$ cat src/rtl/assert_macros.svh
// ----------------------------------------------------------------------------
// Assertion macros shared by the handle allocator RTL.
// Clocked on clk, disabled while rst_n is low.
// ----------------------------------------------------------------------------
`ifndef ASSERT_MACROS_SVH
`define ASSERT_MACROS_SVH

// plain property that must hold at every edge
`define THA_ASSERT(lbl, prop, msg) \
  lbl: assert property (@(posedge clk) disable iff (!rst_n) (prop)) \
    else $error(msg);

// same-cycle implication
`define THA_ASSERT_IMP(lbl, ante, cons, msg) \
  lbl: assert property (@(posedge clk) disable iff (!rst_n) (ante) |-> (cons)) \
    else $error(msg);

// next-cycle implication
`define THA_ASSERT_NXT(lbl, ante, cons, msg) \
  lbl: assert property (@(posedge clk) disable iff (!rst_n) (ante) |=> (cons)) \
    else $error(msg);

`endif

$ cat src/rtl/tha_ram.sv
// ----------------------------------------------------------------------------
// tha_ram
// Generic single-write, single-read RAM with registered read data.
// ----------------------------------------------------------------------------
`default_nettype none

module tha_ram #(
  parameter int WIDTH = 8,
  parameter int DEPTH = 256
) (
  input  wire logic                     clk,
  input  wire logic                     we,
  input  wire logic [$clog2(DEPTH)-1:0] waddr,
  input  wire logic [WIDTH-1:0]         wdata,
  input  wire logic                     re,
  input  wire logic [$clog2(DEPTH)-1:0] raddr,
  output logic      [WIDTH-1:0]         rdata
);

  logic [WIDTH-1:0] mem [DEPTH];

  always_ff @(posedge clk) begin
    if (we) begin
      mem[waddr] <= wdata;
    end
    if (re) begin
      rdata <= mem[raddr];
    end
  end

endmodule

`default_nettype wire

$ cat config.mk
export PLATFORM = sky130hd
export DESIGN_NAME = tha_ram
export DESIGN_NICKNAME = d
export VERILOG_FILES = /design/src/rtl/assert_macros.svh /design/src/rtl/tha_ram.sv
export SDC_FILE = /design/constraint.sdc
export NUM_CORES = 2
export LEC_CHECK = 0
export BUFFER_PORTS_ARGS = -buffer_cell sky130_fd_sc_hd__buf_2
export CORE_MARGIN = 8
export CORE_UTILIZATION = 50
export DETAILED_ROUTE_END_ITERATION = 10
export GPL_TIMING_DRIVEN = 1
export MAX_ROUTING_LAYER = met4
export PLACE_DENSITY = 0.75
export SLEW_MARGIN = 25
export SYNTH_ARGS = -nofsm -noshare
export SYNTH_HDL_FRONTEND = slang
export SYNTH_SLANG_ARGS = --single-unit
$ cat constraint.sdc
create_clock -name clk -period 2.65 [get_ports clk]
set_clock_uncertainty 0.05 [all_clocks]
set_input_delay 0.265 -clock clk [delete_from_list [all_inputs] [get_ports clk]]
set_output_delay 0.265 -clock clk [all_outputs]
set_load 0.05 [all_outputs]
==> impl_metrics.env <==
export IMPL_outcome="finished, violations left"
export IMPL_violations="negative setup slack"
export IMPL_tns_ns=-0.0582
export IMPL_area_growth_pct=17.4
export IMPL_placementRows=146
export IMPL_synth_seq_area_share_pct=77.5
export IMPL_clockBufferDepth=3
export IMPL_routedWlPerCell_um=30.4
export IMPL_r2r_start="mem[211][3]"
export IMPL_ioPinCount=35
export IMPL_fin_cells=6646
export IMPL_antenna_found_initial=6
export IMPL_setup_slack_ns=-0.0440
export IMPL_insertion_delay_ns=0.83
export IMPL_crit_required_ns=3.14
export IMPL_yosysWarnings=0
export IMPL_grt_pass1_vias=42866
export IMPL_drt_drc_violations_left=0
export IMPL_drt_iter0_drc=5817
export IMPL_synth_nets=3760
export IMPL_synth_area_um2=79600
export IMPL_die_x_um=415
export IMPL_r2r_end="rdata[3]"
export IMPL_start_util_pct=50.3
export IMPL_max_cap_violations=0
export IMPL_p_leak_nw=30.3
export IMPL_design_die_area_um2=172000
export IMPL_finalWeightedCongestion=0.890
export IMPL_rr_worst_depth=6
export IMPL_htreeDepth=4
export IMPL_synth_top_family_by_area="multiplexers"
export IMPL_wl_met1_um=74000
export IMPL_cts_clk_slew_worst_paths_ns=0.06
export IMPL_grt_ovfl_total=0
export IMPL_synth_edf_count=2056
export IMPL_power_density_nw_per_um2=713
export IMPL_antenna_left=0
export IMPL_synth_commonest_cells="edfxtp_1, mux4_2, nor2_1"
export IMPL_die_h_um=415
export IMPL_synthFlopType="edfxtp_1"
export IMPL_drive_gt1_share_pct=32.1
export IMPL_ir_worst_vdd_mv=0.608
export IMPL_period_needed_ns=2.69
export IMPL_placeableCoreArea_um2=158000
export IMPL_synth_compound_area_share_pct=3.42
export IMPL_wl_met2_um=97000
export IMPL_totalWireLength_um=202000
export IMPL_path_class="flop to flop"
export IMPL_path_max_fanout=1
export IMPL_rsz0062_at_grt="no"
export IMPL_setup_viol_count_final=2
export IMPL_tightest_slew_ns=0.983
export IMPL_synth_simple_area_share_pct=2.63
export IMPL_synth_cell_types=54
export IMPL_yosysMostFrequentCell="edfxtp_1"
export IMPL_synth_cells=3733
export IMPL_io_buffers=34
export IMPL_synth_top_area_share_pct=77.5
export IMPL_yosys_area_share_xor_xnor_pct=0
export IMPL_cts_sinks=2056
export IMPL_synth_fa_ha_area_share_pct=0
export IMPL_synth_avg_cell_area_um2=21.3
export IMPL_hold_path_class="input pin to flop"
export IMPL_cp_startpoint="mem[211][3]"
export IMPL_hold_viol_final=0
export IMPL_tritoncts="built"
export IMPL_arrival_ns=3.18
export IMPL_ys_async_sr_fraction_pct=0
export IMPL_yosys_register_bits=2056
export IMPL_worst_slew_margin_rel_pct=33.9
export IMPL_cts_buffers=196
export IMPL_start_kind="flop"
export IMPL_fin_util_pct=59.1
export IMPL_fmax_mhz=371
export IMPL_grt_max_degree=108
export IMPL_num_vias=42255
export IMPL_nets=4443
export IMPL_crit_end="rdata[3]"
export IMPL_dpl_hpwl_um=127000
export IMPL_finalMaxSlewViolations=0
export IMPL_yosys_area_top_type="edfxtp_1"
export IMPL_dr_pass1_iters=6
export IMPL_fin_crit_sh_pct=102
export IMPL_gr_usage_all_layers_pct=23.7
export IMPL_endpoint_kind="flop"
export IMPL_regToRegSetupSlack_ns=-0.04
export IMPL_power_total_mw=66.7
export IMPL_synthMuxAreaShare_pct=14.6
export IMPL_grt_pass1_wl_um=293000
export IMPL_synthTopCellsByArea="edfxtp_1, mux4_2, mux2i_1, nor2_1, a22oi_1"
export IMPL_dp_cells=6285
export IMPL_top_layer="met4"
export IMPL_wl_met3_um=22000
export IMPL_routed_via_density=6.36
export IMPL_cts_root_buf="clkbuf_16"
## where the power goes
part | internal [mW] | switching [mW]
Sequential | 35.9 | 0.0448
Combinational | 1.49 | 2.27
Clock | 15.0 | 12.0
## critical path: stages, from the launching register on
cell and delay [ns]:
edfxtp_1 0.37, mux4_2 0.48, a22o_1 0.26, a221oi_1 0.40, o32ai_1 0.23, nor3_1 0.49
nor4_1 0.12
## cell families after synthesis
| family | after synthesis |
|---|---|
| multiplexers | 591 |
| buffers and inverters | 235 |
| AO/OA/AOI/OAI | 385 |
| flip-flops | 2056 |
| AND/OR/NAND/NOR | 466 |
## stage by stage
step,setup slack [ns],area (um^2),hold WS [ns]
3_3_place_gp,-1.21,87200,0.699
6_report,-0.0440,93500,0.0255
2_1_floorplan,0.259,79600,0.314
3_5_place_dp,-0.732,87200,0.691
4_1_cts,0.0507,93400,0.0205
5_1_grt,0.000237,93500,0.00861
## layer usage
metal	vias to the layer above	global-route usage, %
li1	17075	-
met1	21957	31.1
met2	2733	36.6
met3	490	4.80
met4	0	9.82
met5	-	-
## flip-flops by register name, summed over array words and instances, names as in the netlist
register / count
mem: 2048
rdata: 8
## placed cells by master (no fill, tap or decap), types with 16 or more instances in the layout
master	Yosys	routed
mux4_2	454	454
nand2_1	33	33
clkinv_2	0	27
edfxtp_1	2056	2056
a21oi_1	96	96
buf_2	31	22
buf_4	27	601
a211oi_1	16	16
nor3_1	22	19
clkbuf_16	0	198
o221ai_1	46	46
nor4_1	24	18
clkbuf_1	111	32
nand3_1	34	34
o22ai_1	28	28
buf_12	8	80
nor2_1	282	279
a22oi_1	133	133
mux2i_1	134	134
nor2b_1	31	28
clkinv_1	1	49
## what timing repair did
action / in CTS / in global routing
hold buffers: 5 / 0
gates resized for setup: 6 / 2
buffers inserted: 0 / 0
endpoints found under the hold margin: 179 / 0
endpoints found under the setup margin: 4 / 2
## area by class of cell
type,count,area (um^2)
clock inverter,120,1090
timing repair buffer,718,6410
clock buffer,230,5070
fill,10777,64700
inverter,2,7.51
antenna,6,15.0
multi-input combinational,1442,16500
tap,2072,2590
sequential,2056,61700
## worst min path at each step
stage	startpoint	endpoint	slack [ns]	cells past startpoint
2_1_floorplan	wdata[0]	mem[0][0]	0.31	0
3_3_place_gp	re	rdata[6]	0.70	1
3_5_place_dp	re	rdata[6]	0.69	1
4_1_cts	waddr[6]	mem[214][5]	0.02	3
5_1_grt	wdata[4]	mem[228][4]	0.009	1
6_report	wdata[4]	mem[225][4]	0.03	1
Note: power is estimated with default switching activity, not from simulation.
