File: src/rtl/assert_macros.svh
// ----------------------------------------------------------------------------
// Assertion macros shared by the handle allocator RTL.
// Clocked on clk, disabled while rst_n is low.
// ----------------------------------------------------------------------------
`ifndef ASSERT_MACROS_SVH
`define ASSERT_MACROS_SVH

// plain property that must hold at every edge
`define THA_ASSERT(lbl, prop, msg) \
  lbl: assert property (@(posedge clk) disable iff (!rst_n) (prop)) \
    else $error(msg);

// same-cycle implication
`define THA_ASSERT_IMP(lbl, ante, cons, msg) \
  lbl: assert property (@(posedge clk) disable iff (!rst_n) (ante) |-> (cons)) \
    else $error(msg);

// next-cycle implication
`define THA_ASSERT_NXT(lbl, ante, cons, msg) \
  lbl: assert property (@(posedge clk) disable iff (!rst_n) (ante) |=> (cons)) \
    else $error(msg);

`endif

File: src/rtl/tha_pkg.sv
// ----------------------------------------------------------------------------
// tha_pkg
// Shared constants, types and the LFSR step for the handle allocator.
// ----------------------------------------------------------------------------
`default_nettype none

package tha_pkg;

  localparam int NUM_ENTRIES = 256;
  localparam int IDX_W       = $clog2(NUM_ENTRIES);
  localparam int CNT_W       = $clog2(NUM_ENTRIES + 1);
  localparam int HANDLE_W    = 32;
  localparam int MAX_DRAWS   = 64;
  localparam int DRAW_W      = $clog2(MAX_DRAWS);
  localparam int MOD_CNT_W   = $clog2(HANDLE_W);

  localparam logic [HANDLE_W-1:0] LFSR_SEED = 32'hACE1_ACE1;
  localparam logic [HANDLE_W-1:0] LFSR_TAPS = 32'h8020_0003;

  localparam int CMD_W = 2;
  localparam logic [CMD_W-1:0] CMD_ALLOC   = 2'd0;
  localparam logic [CMD_W-1:0] CMD_RELEASE = 2'd1;
  localparam logic [CMD_W-1:0] CMD_LOOKUP  = 2'd2;

  typedef logic [HANDLE_W-1:0] word_t;
  typedef logic [IDX_W-1:0]    idx_t;
  typedef logic [CNT_W-1:0]    cnt_t;

  // one slot of the tag store
  typedef struct packed {
    logic  used;
    word_t tag;
  } slot_t;

  // Galois LFSR, one step
  function automatic word_t lfsr_step(input word_t s);
    word_t n;
    n = s >> 1;
    if (s[0]) begin
      n = n ^ LFSR_TAPS;
    end
    return n;
  endfunction

endpackage

`default_nettype wire

File: src/rtl/tha_mod.sv
// ----------------------------------------------------------------------------
// tha_mod
// Bit-serial remainder unit: one restoring step per cycle.
// ----------------------------------------------------------------------------
`default_nettype none

module tha_mod (
  input  wire logic          clk,
  input  wire logic          rst_n,
  input  wire logic          start,
  input  wire tha_pkg::word_t dividend,
  input  wire tha_pkg::word_t divisor,
  output logic               done,
  output tha_pkg::word_t     rem
);

  import tha_pkg::*;

  `include "assert_macros.svh"

  logic                 busy_r, busy_nxt;
  logic                 done_r, done_nxt;
  logic [MOD_CNT_W-1:0] cnt_r, cnt_nxt;
  word_t                rem_r, rem_nxt;
  word_t                dvd_r, dvd_nxt;
  logic [HANDLE_W:0]    trial;

  always_comb begin
    busy_nxt = busy_r;
    done_nxt = 1'b0;
    cnt_nxt  = cnt_r;
    rem_nxt  = rem_r;
    dvd_nxt  = dvd_r;
    trial    = {rem_r, dvd_r[HANDLE_W-1]};
    if (start) begin
      busy_nxt = 1'b1;
      cnt_nxt  = '0;
      rem_nxt  = '0;
      dvd_nxt  = dividend;
    end else if (busy_r) begin
      if (trial >= {1'b0, divisor}) begin
        rem_nxt = HANDLE_W'(trial - {1'b0, divisor});
      end else begin
        rem_nxt = trial[HANDLE_W-1:0];
      end
      dvd_nxt = dvd_r << 1;
      cnt_nxt = cnt_r + MOD_CNT_W'(1);
      if (cnt_r == MOD_CNT_W'(HANDLE_W - 1)) begin
        busy_nxt = 1'b0;
        done_nxt = 1'b1;
      end
    end
  end

  always_ff @(posedge clk) begin
    if (!rst_n) begin
      busy_r <= 1'b0;
      done_r <= 1'b0;
    end else begin
      busy_r <= busy_nxt;
      done_r <= done_nxt;
    end
    cnt_r <= cnt_nxt;
    rem_r <= rem_nxt;
    dvd_r <= dvd_nxt;
  end

  assign done = done_r;
  assign rem  = rem_r;

  `THA_ASSERT_IMP(a_start_idle, start, !busy_r, "remainder unit restarted while busy")
  `THA_ASSERT_NXT(a_done_pulse, done_r, !done_r && !busy_r, "done is not a single pulse")

endmodule

`default_nettype wire

File: config.mk
export PLATFORM = sky130hd
export DESIGN_NAME = tha_mod
export DESIGN_NICKNAME = d
export VERILOG_FILES = /design/src/rtl/tha_pkg.sv /design/src/rtl/tha_mod.sv
export VERILOG_INCLUDE_DIRS = /design/src /design/src/rtl
export SDC_FILE = /design/constraint.sdc
export NUM_CORES = 1
export LEC_CHECK = 0
export ABC_AREA = 0
export BUFFER_PORTS_ARGS = -buffer_cell sky130_fd_sc_hd__clkbuf_2
export CAP_MARGIN = 20
export CORE_ASPECT_RATIO = 0.75
export CORE_UTILIZATION = 48
export CTS_CLUSTER_DIAMETER = 80
export DETAILED_ROUTE_END_ITERATION = 8
export PLACE_DENSITY = 0.7
export SETUP_SLACK_MARGIN = 0.15
export SYNTH_ARGS = -nofsm -noshare
export SYNTH_HDL_FRONTEND = slang
export SYNTH_SLANG_ARGS = --single-unit
export TNS_END_PERCENT = 100
File: constraint.sdc
create_clock -name clk -period 4.4 [get_ports clk]
set_input_delay 1.1 -clock clk [delete_from_list [all_inputs] [get_ports clk]]
set_output_delay 1.1 -clock clk [all_outputs]
set_load 0.03 [all_outputs]
==> flow_summary.ini, run 1 <==
[synth]
synth_nets = 653
async_flop_share_pct = 0
ys_ff_latch = 71
synthFlopType = dfxtp_1
syn_avg_cell_area_um2 = 9.14
synth_most_common_cell = nand2_1
synth_top_area_share_pct = 19.1
synthTopCellsByCount = nand2_1, nor2_1, a21oi_1, dfxtp_1, inv_1
yosys.area.top_type = edfxtp_1
netlist_area_mm2 = 0.00503
synth-seq-area-share_pct = 34.6
yosys_warnings = 0
synth_edf_count = 32
ys_top_cells_by_area = edfxtp_1, dfxtp_1, ha_1
syn_inst = 551
synth_cell_type_count = 63

[timing]
fin_crit_sh_pct = 87.1
fmax_mhz = 261
fin_crit_ns = 3.83
holdWs_ns = 0.503
rsz0062_at_grt = no
slew_violations = 0
setup_viol = 0
slew_headroom_pct = 43.1
fin_setup_tns_ns = 0
clock_skew_ns = 0.00762
finalHoldViolCount = 0
worstMarginPinSlew_ns = 0.854

[clocking]
post_cts_buffers = 0
hold_buffers = 0
cts_tree = built
clkTransAtPathRegs_ns = 0.07
insertion_delay_ns = 0.34
cts_num_sinks = 71
clk_path_buf_depth = 2
cts.repair.resized = 0
htree_levels = 3
clockRootBuffer = clkbuf_16
cts_buffers = 9

[worst_setup_path]
startpoint = divisor[17]
start_kind = input port
endpoint = rem[6]$_SDFFE_PP0P_
r2r_setup_slack_ns = 1.07
critPathMaxFanout = 15
endpoint_kind = flop
reg2reg_depth = 10
worst-setup-path-type = in2reg
r2r-start = rem[16]$_SDFFE_PP0P_
required_ns = 4.65
cp.arrival_ns = 4.08
r2r-end = rem[6]$_SDFFE_PP0P_

[global_routing]
grt_usage_pct = 23.8
grt_max_degree = 67
grt_pass1_vias = 4049
antenna_found_initial = 0
grt_overflow = 0
grt_first_pass_wirelength_um = 20500

[placement]
hpwl_um = 9120
io_buffer_count = 99
place.gp.congestion = 0.928
dp.cells = 761
place_area_mm2 = 0.00561

[floorplan]
boundaryPins = 100
dieArea_mm2 = 0.0109
std_cell_rows = 31
core_mm2 = 0.00993
die_h_um = 90.7
fp.dieW_um = 120
start_util_pct = 50.7

[layout]
fillCellCount = 899
finalNetCount = 742
design_area_mm2 = 0.00594
area_growth_pct = 18.0
drive_gt1_share_pct = 28.5
insertedDiodeCount = 0
final_cells = 777

[routing]
wl_per_cell_um = 16.3
num_vias = 4416
post_drt_via_cell_ratio = 5.68
drt_iter0_drc = 317
drc = 0
dr.pass1.iters = 4
finalWirelength_um = 12600
ant_nets = 0

[pwr]
seqPwrFrac_pct = 37.4
cellPowerDensity_mw_per_mm2 = 353
swShare_pct = 30.4
internal_power_mw = 1.46
combPwrFrac_pct = 23.8
clkPwrFrac_pct = 38.8
vdd_drop_max_uv = 227
p_switching_mw = 0.636
leakage_nw = 2.57

[job]
cap_violations = 0

[min_path]
hold_class = reg2reg

[status]
status = finished clean
-- sequential cells by signal, summed over array words and instances (netlist names) --
register  count
dvd_r        32
rem          32
cnt_r         5
busy_r        1
done          1
-- power by group through the flow --
| stage | Combinational, mW | Sequential [mW] | Clock (mW) |
|---|---|---|---|
| finish | 0.498 | 0.783 | 0.813 |
| global route | 0.543 | 0.790 | 0.859 |
| CTS | 0.493 | 0.784 | 0.831 |
| detailed placement | 0.489 | 0.798 | 0 |
| global placement | 0.473 | 0.794 | 0 |
| floorplan | 0.337 | 0.824 | 0 |
-- worst min path at each step --
| stage | start | end | slack [ns] | cells past startpoint |
|---|---|---|---|---|
| after global placement | cnt_r[4]$_SDFFE_PP0P_ | cnt_r[4]$_SDFFE_PP0P_ | 0.48 | 2 |
| after floorplan | cnt_r[4]$_SDFFE_PP0P_ | cnt_r[4]$_SDFFE_PP0P_ | 0.47 | 2 |
| after detailed placement | cnt_r[4]$_SDFFE_PP0P_ | cnt_r[4]$_SDFFE_PP0P_ | 0.50 | 2 |
| after global routing | cnt_r[4]$_SDFFE_PP0P_ | cnt_r[4]$_SDFFE_PP0P_ | 0.53 | 2 |
| after CTS | cnt_r[4]$_SDFFE_PP0P_ | cnt_r[4]$_SDFFE_PP0P_ | 0.51 | 2 |
| final | cnt_r[4]$_SDFFE_PP0P_ | cnt_r[4]$_SDFFE_PP0P_ | 0.50 | 2 |
-- worst max-delay path, cell delays in order --
cell and delay [ns]:
clkbuf_2 0.08, inv_1 0.03, ha_1 0.43, nand4_1 0.31, nor4_1 0.46, nand3_1 0.13
a21oi_1 0.17, a2111o_1 0.26, or2_1 0.42, buf_4 0.32, nand2_1 0.08, a311oi_1 0.28
-- metrics by stage --
step | worst slack [ns] | power, mW | utilization (%)
2_1_floorplan | 1.02 | 1.16 | -
4_1_cts | 0.572 | 2.11 | 59.8
5_1_grt | 0.227 | 2.19 | 59.8
3_5_place_dp | 0.245 | 1.29 | 56.5
3_3_place_gp | 0.409 | 1.27 | 56.2
6_report | 0.566 | 2.09 | 59.8
-- cell families after synthesis --
kind of cell / count (synthesis) / synth area share [%]
muxes: 39 / 8.58
AOI/OAI and AO/OA: 142 / 21.6
DFF: 71 / 34.6
and+or+nand+nor: 173 / 16.0
buffers and inverters: 66 / 6.07
xor gates and xnor gates: 25 / 4.35
adders and majority gates: 35 / 8.85
-- per-layer routing --
| layer | share of wire (%) | track usage, % | wire length (um) | vias up |
|---|---|---|---|---|
| li1 | - | - | - | 2170 |
| met2 | 44 | 36.2 | 5550 | 141 |
| met3 | 6.2 | 4.36 | 783 | 12 |
| met1 | 49 | 34.4 | 6150 | 2093 |
| met5 | 0 | 0 | 0 | - |
| met4 | 1.2 | 6.69 | 155 | 0 |
-- layout by cell type (no fill, tap or decap), drive strengths merged, types with 3 or more instances in the layout --
cell	instances
a211oi	5
a21o	9
a21oi	42
a311oi	20
a31oi	5
a32oi	4
and3	3
buf	7
clkbuf	108
dfxtp	39
edfxtp	32
ha	34
inv	40
mux2	33
mux2i	6
nand2	68
nand2b	4
nand3	10
nand4	8
nor2	49
nor2b	6
nor3	5
nor3b	4
o211ai	4
o21a	9
o21ai	28
o21bai	5
or2	3
xnor2	15
xor2	10
-- layout make-up --
class / count / area [um2] / area share [%]
Multi-Input combinational cell: 414 / 2990 / 50.3
Sequential cell: 71 / 1740 / 29.4
Timing Repair Buffer: 106 / 568 / 9.57
Clock buffer: 9 / 225 / 3.79
Tap cell: 132 / 165 / 2.78
Inverter: 38 / 143 / 2.40
Clock inverter: 7 / 105 / 1.77
No activity file was read; power rests on OpenSTA's default activity.
==> run 2, diff against run 1 <==
- CORE_MARGIN: unset -> 2
- PLACE_DENSITY: 0.7 -> unset
- PLACE_DENSITY_LB_ADDON: unset -> 0.15
- REMOVE_ABC_BUFFERS: unset -> 1
==> flow_summary.ini, run 2 (synthesis results as in run 1) <==
[worst_setup_path]
worst-setup-path-type = in2reg
cp.arrival_ns = 3.94
critPathMaxFanout = 26
start_kind = input port
max_stage_delay_ns = 0.55
endpoint_kind = flop
slowest_stage = or2_2
required_ns = 4.64
crit_chain = clkbuf_2 -> inv_1 -> ha_1 -> nand4_1 -> nor4_1 -> nand3_1 -> a21oi_1 -> a2111o_1 -> or2_2 -> o2111ai_1 -> a311oi_1
path_buf_inv = 2
path_delay_family = simple AND/OR/NAND/NOR gates

[global_routing]
grt_pass1_vias = 3900
grt_usage_pct = 21.7
grt_first_pass_wirelength_um = 19500
grt_max_degree = 40
antenna_found_initial = 0
grt_overflow = 0

[placement]
hpwl_um = 9000
io_buffer_count = 99
preCtsSetupSlack_ns = 0.0455
dp.cells = 763
place.gp.congestion = 0.896
place_area_mm2 = 0.00559

[floorplan]
start_util_pct = 49.1
die_h_um = 92.7
fp.dieW_um = 122
dieArea_mm2 = 0.0113
boundaryPins = 100
std_cell_rows = 32
core_mm2 = 0.0102

[timing]
finalHoldViolCount = 0
clock_skew_ns = 0.00502
worstMarginPinSlew_ns = 0.841
setup_viol = 0
fin_crit_sh_pct = 84.1
finalWorstSetupSlack_ns = 0.701
fin_setup_tns_ns = 0
fmax_mhz = 270
slew_violations = 0
holdWs_ns = 0.505
slew_headroom_pct = 43.8
fin_crit_ns = 3.70
rsz0062_at_grt = no

[routing]
post_drt_via_cell_ratio = 5.55
dr.pass1.iters = 5
wl_per_cell_um = 15.6
finalWirelength_um = 12200
num_vias = 4322
ant_nets = 0
drc = 0
drt_iter0_drc = 266

[clocking]
cts_tree = built
hold_buffers = 0
htree_levels = 3
post_cts_buffers = 0
cts_buffers = 9
clkTransAtPathRegs_ns = 0.06
cts_num_sinks = 71
clockRootBuffer = clkbuf_16
clk_path_buf_depth = 2
insertion_delay_ns = 0.33

[min_path]
hold_class = reg2reg

[status]
status = finished clean

[layout]
fillCellCount = 978
finalNetCount = 740
final_cell_mix = clkbuf_2, nand2_1, nor2_1
insertedDiodeCount = 0
mostFrequentLayoutCell = clkbuf_2
final_cells = 779
seqCellArea_mm2 = 0.00174
postLayoutCoreUtil_pct = 57.3
multi_input_area_mm2 = 0.00299
design_area_mm2 = 0.00587
drive_gt1_share_pct = 28.5
area_growth_pct = 16.6

[job]
cap_violations = 0

[pwr]
cellPowerDensity_mw_per_mm2 = 335
vdd_drop_max_uv = 216
power.total_mw = 1.97
leakage_nw = 2.53
run 2: worst register-to-register path, stage by stage, from the launching register on:
cell       delay [ns]
dfxtp_1          0.34
ha_1             0.45
nand4_1          0.25
nor4_1           0.45
nand3_1          0.13
a21oi_1          0.17
a2111o_1         0.28
or2_2            0.55
o2111ai_1        0.21
a311oi_1         0.27
run 2: final cells by class:
class,count,area share [%]
Tap cell,136,2.90
Multi-Input combinational cell,414,50.9
Timing Repair Buffer,104,9.29
Clock buffer,9,3.84
Sequential cell,71,29.7
Clock inverter,7,0.938
Inverter,38,2.43
run 2: path summary, 6_finish.rpt:
kind / slack (ns) / depth (start not counted) / from / end
worst max-delay path: 0.70 / 11 / divisor[15] / rem[26]$_SDFFE_PP0P_
worst min-delay path: 0.50 / 2 / rem[31]$_SDFFE_PP0P_ / rem[31]$_SDFFE_PP0P_
worst max register to register: 1.22 / 9 / rem[14]$_SDFFE_PP0P_ / rem[26]$_SDFFE_PP0P_
worst min register to register: 0.50 / 2 / rem[31]$_SDFFE_PP0P_ / rem[31]$_SDFFE_PP0P_
run 2: routing by layer:
| layer | up-vias | global-route usage (%) | part of all wire, % | routed length [um] |
|---|---|---|---|---|
| li1 | 2165 | - | - | - |
| met3 | 11 | 4.31 | 6.2 | 750 |
| met5 | - | 0 | 0 | 0 |
| met4 | 0 | 4.89 | 0.89 | 108 |
| met1 | 2013 | 33.5 | 50 | 6130 |
| met2 | 133 | 30.8 | 43 | 5190 |
run 2: power by group:
part	internal (mW)	leakage (nW)	switching, mW
registers	0.750	0.642	0.0385
clock network	0.388	0.133	0.308
logic	0.200	1.76	0.282
total	1.34	2.53	0.628
run 2: timing repair:
action / 4_1_cts / 5_1_grt
gates resized for setup: 0 / 1
endpoints found under the hold margin: 0 / 0
endpoints found under the setup margin: 0 / 8
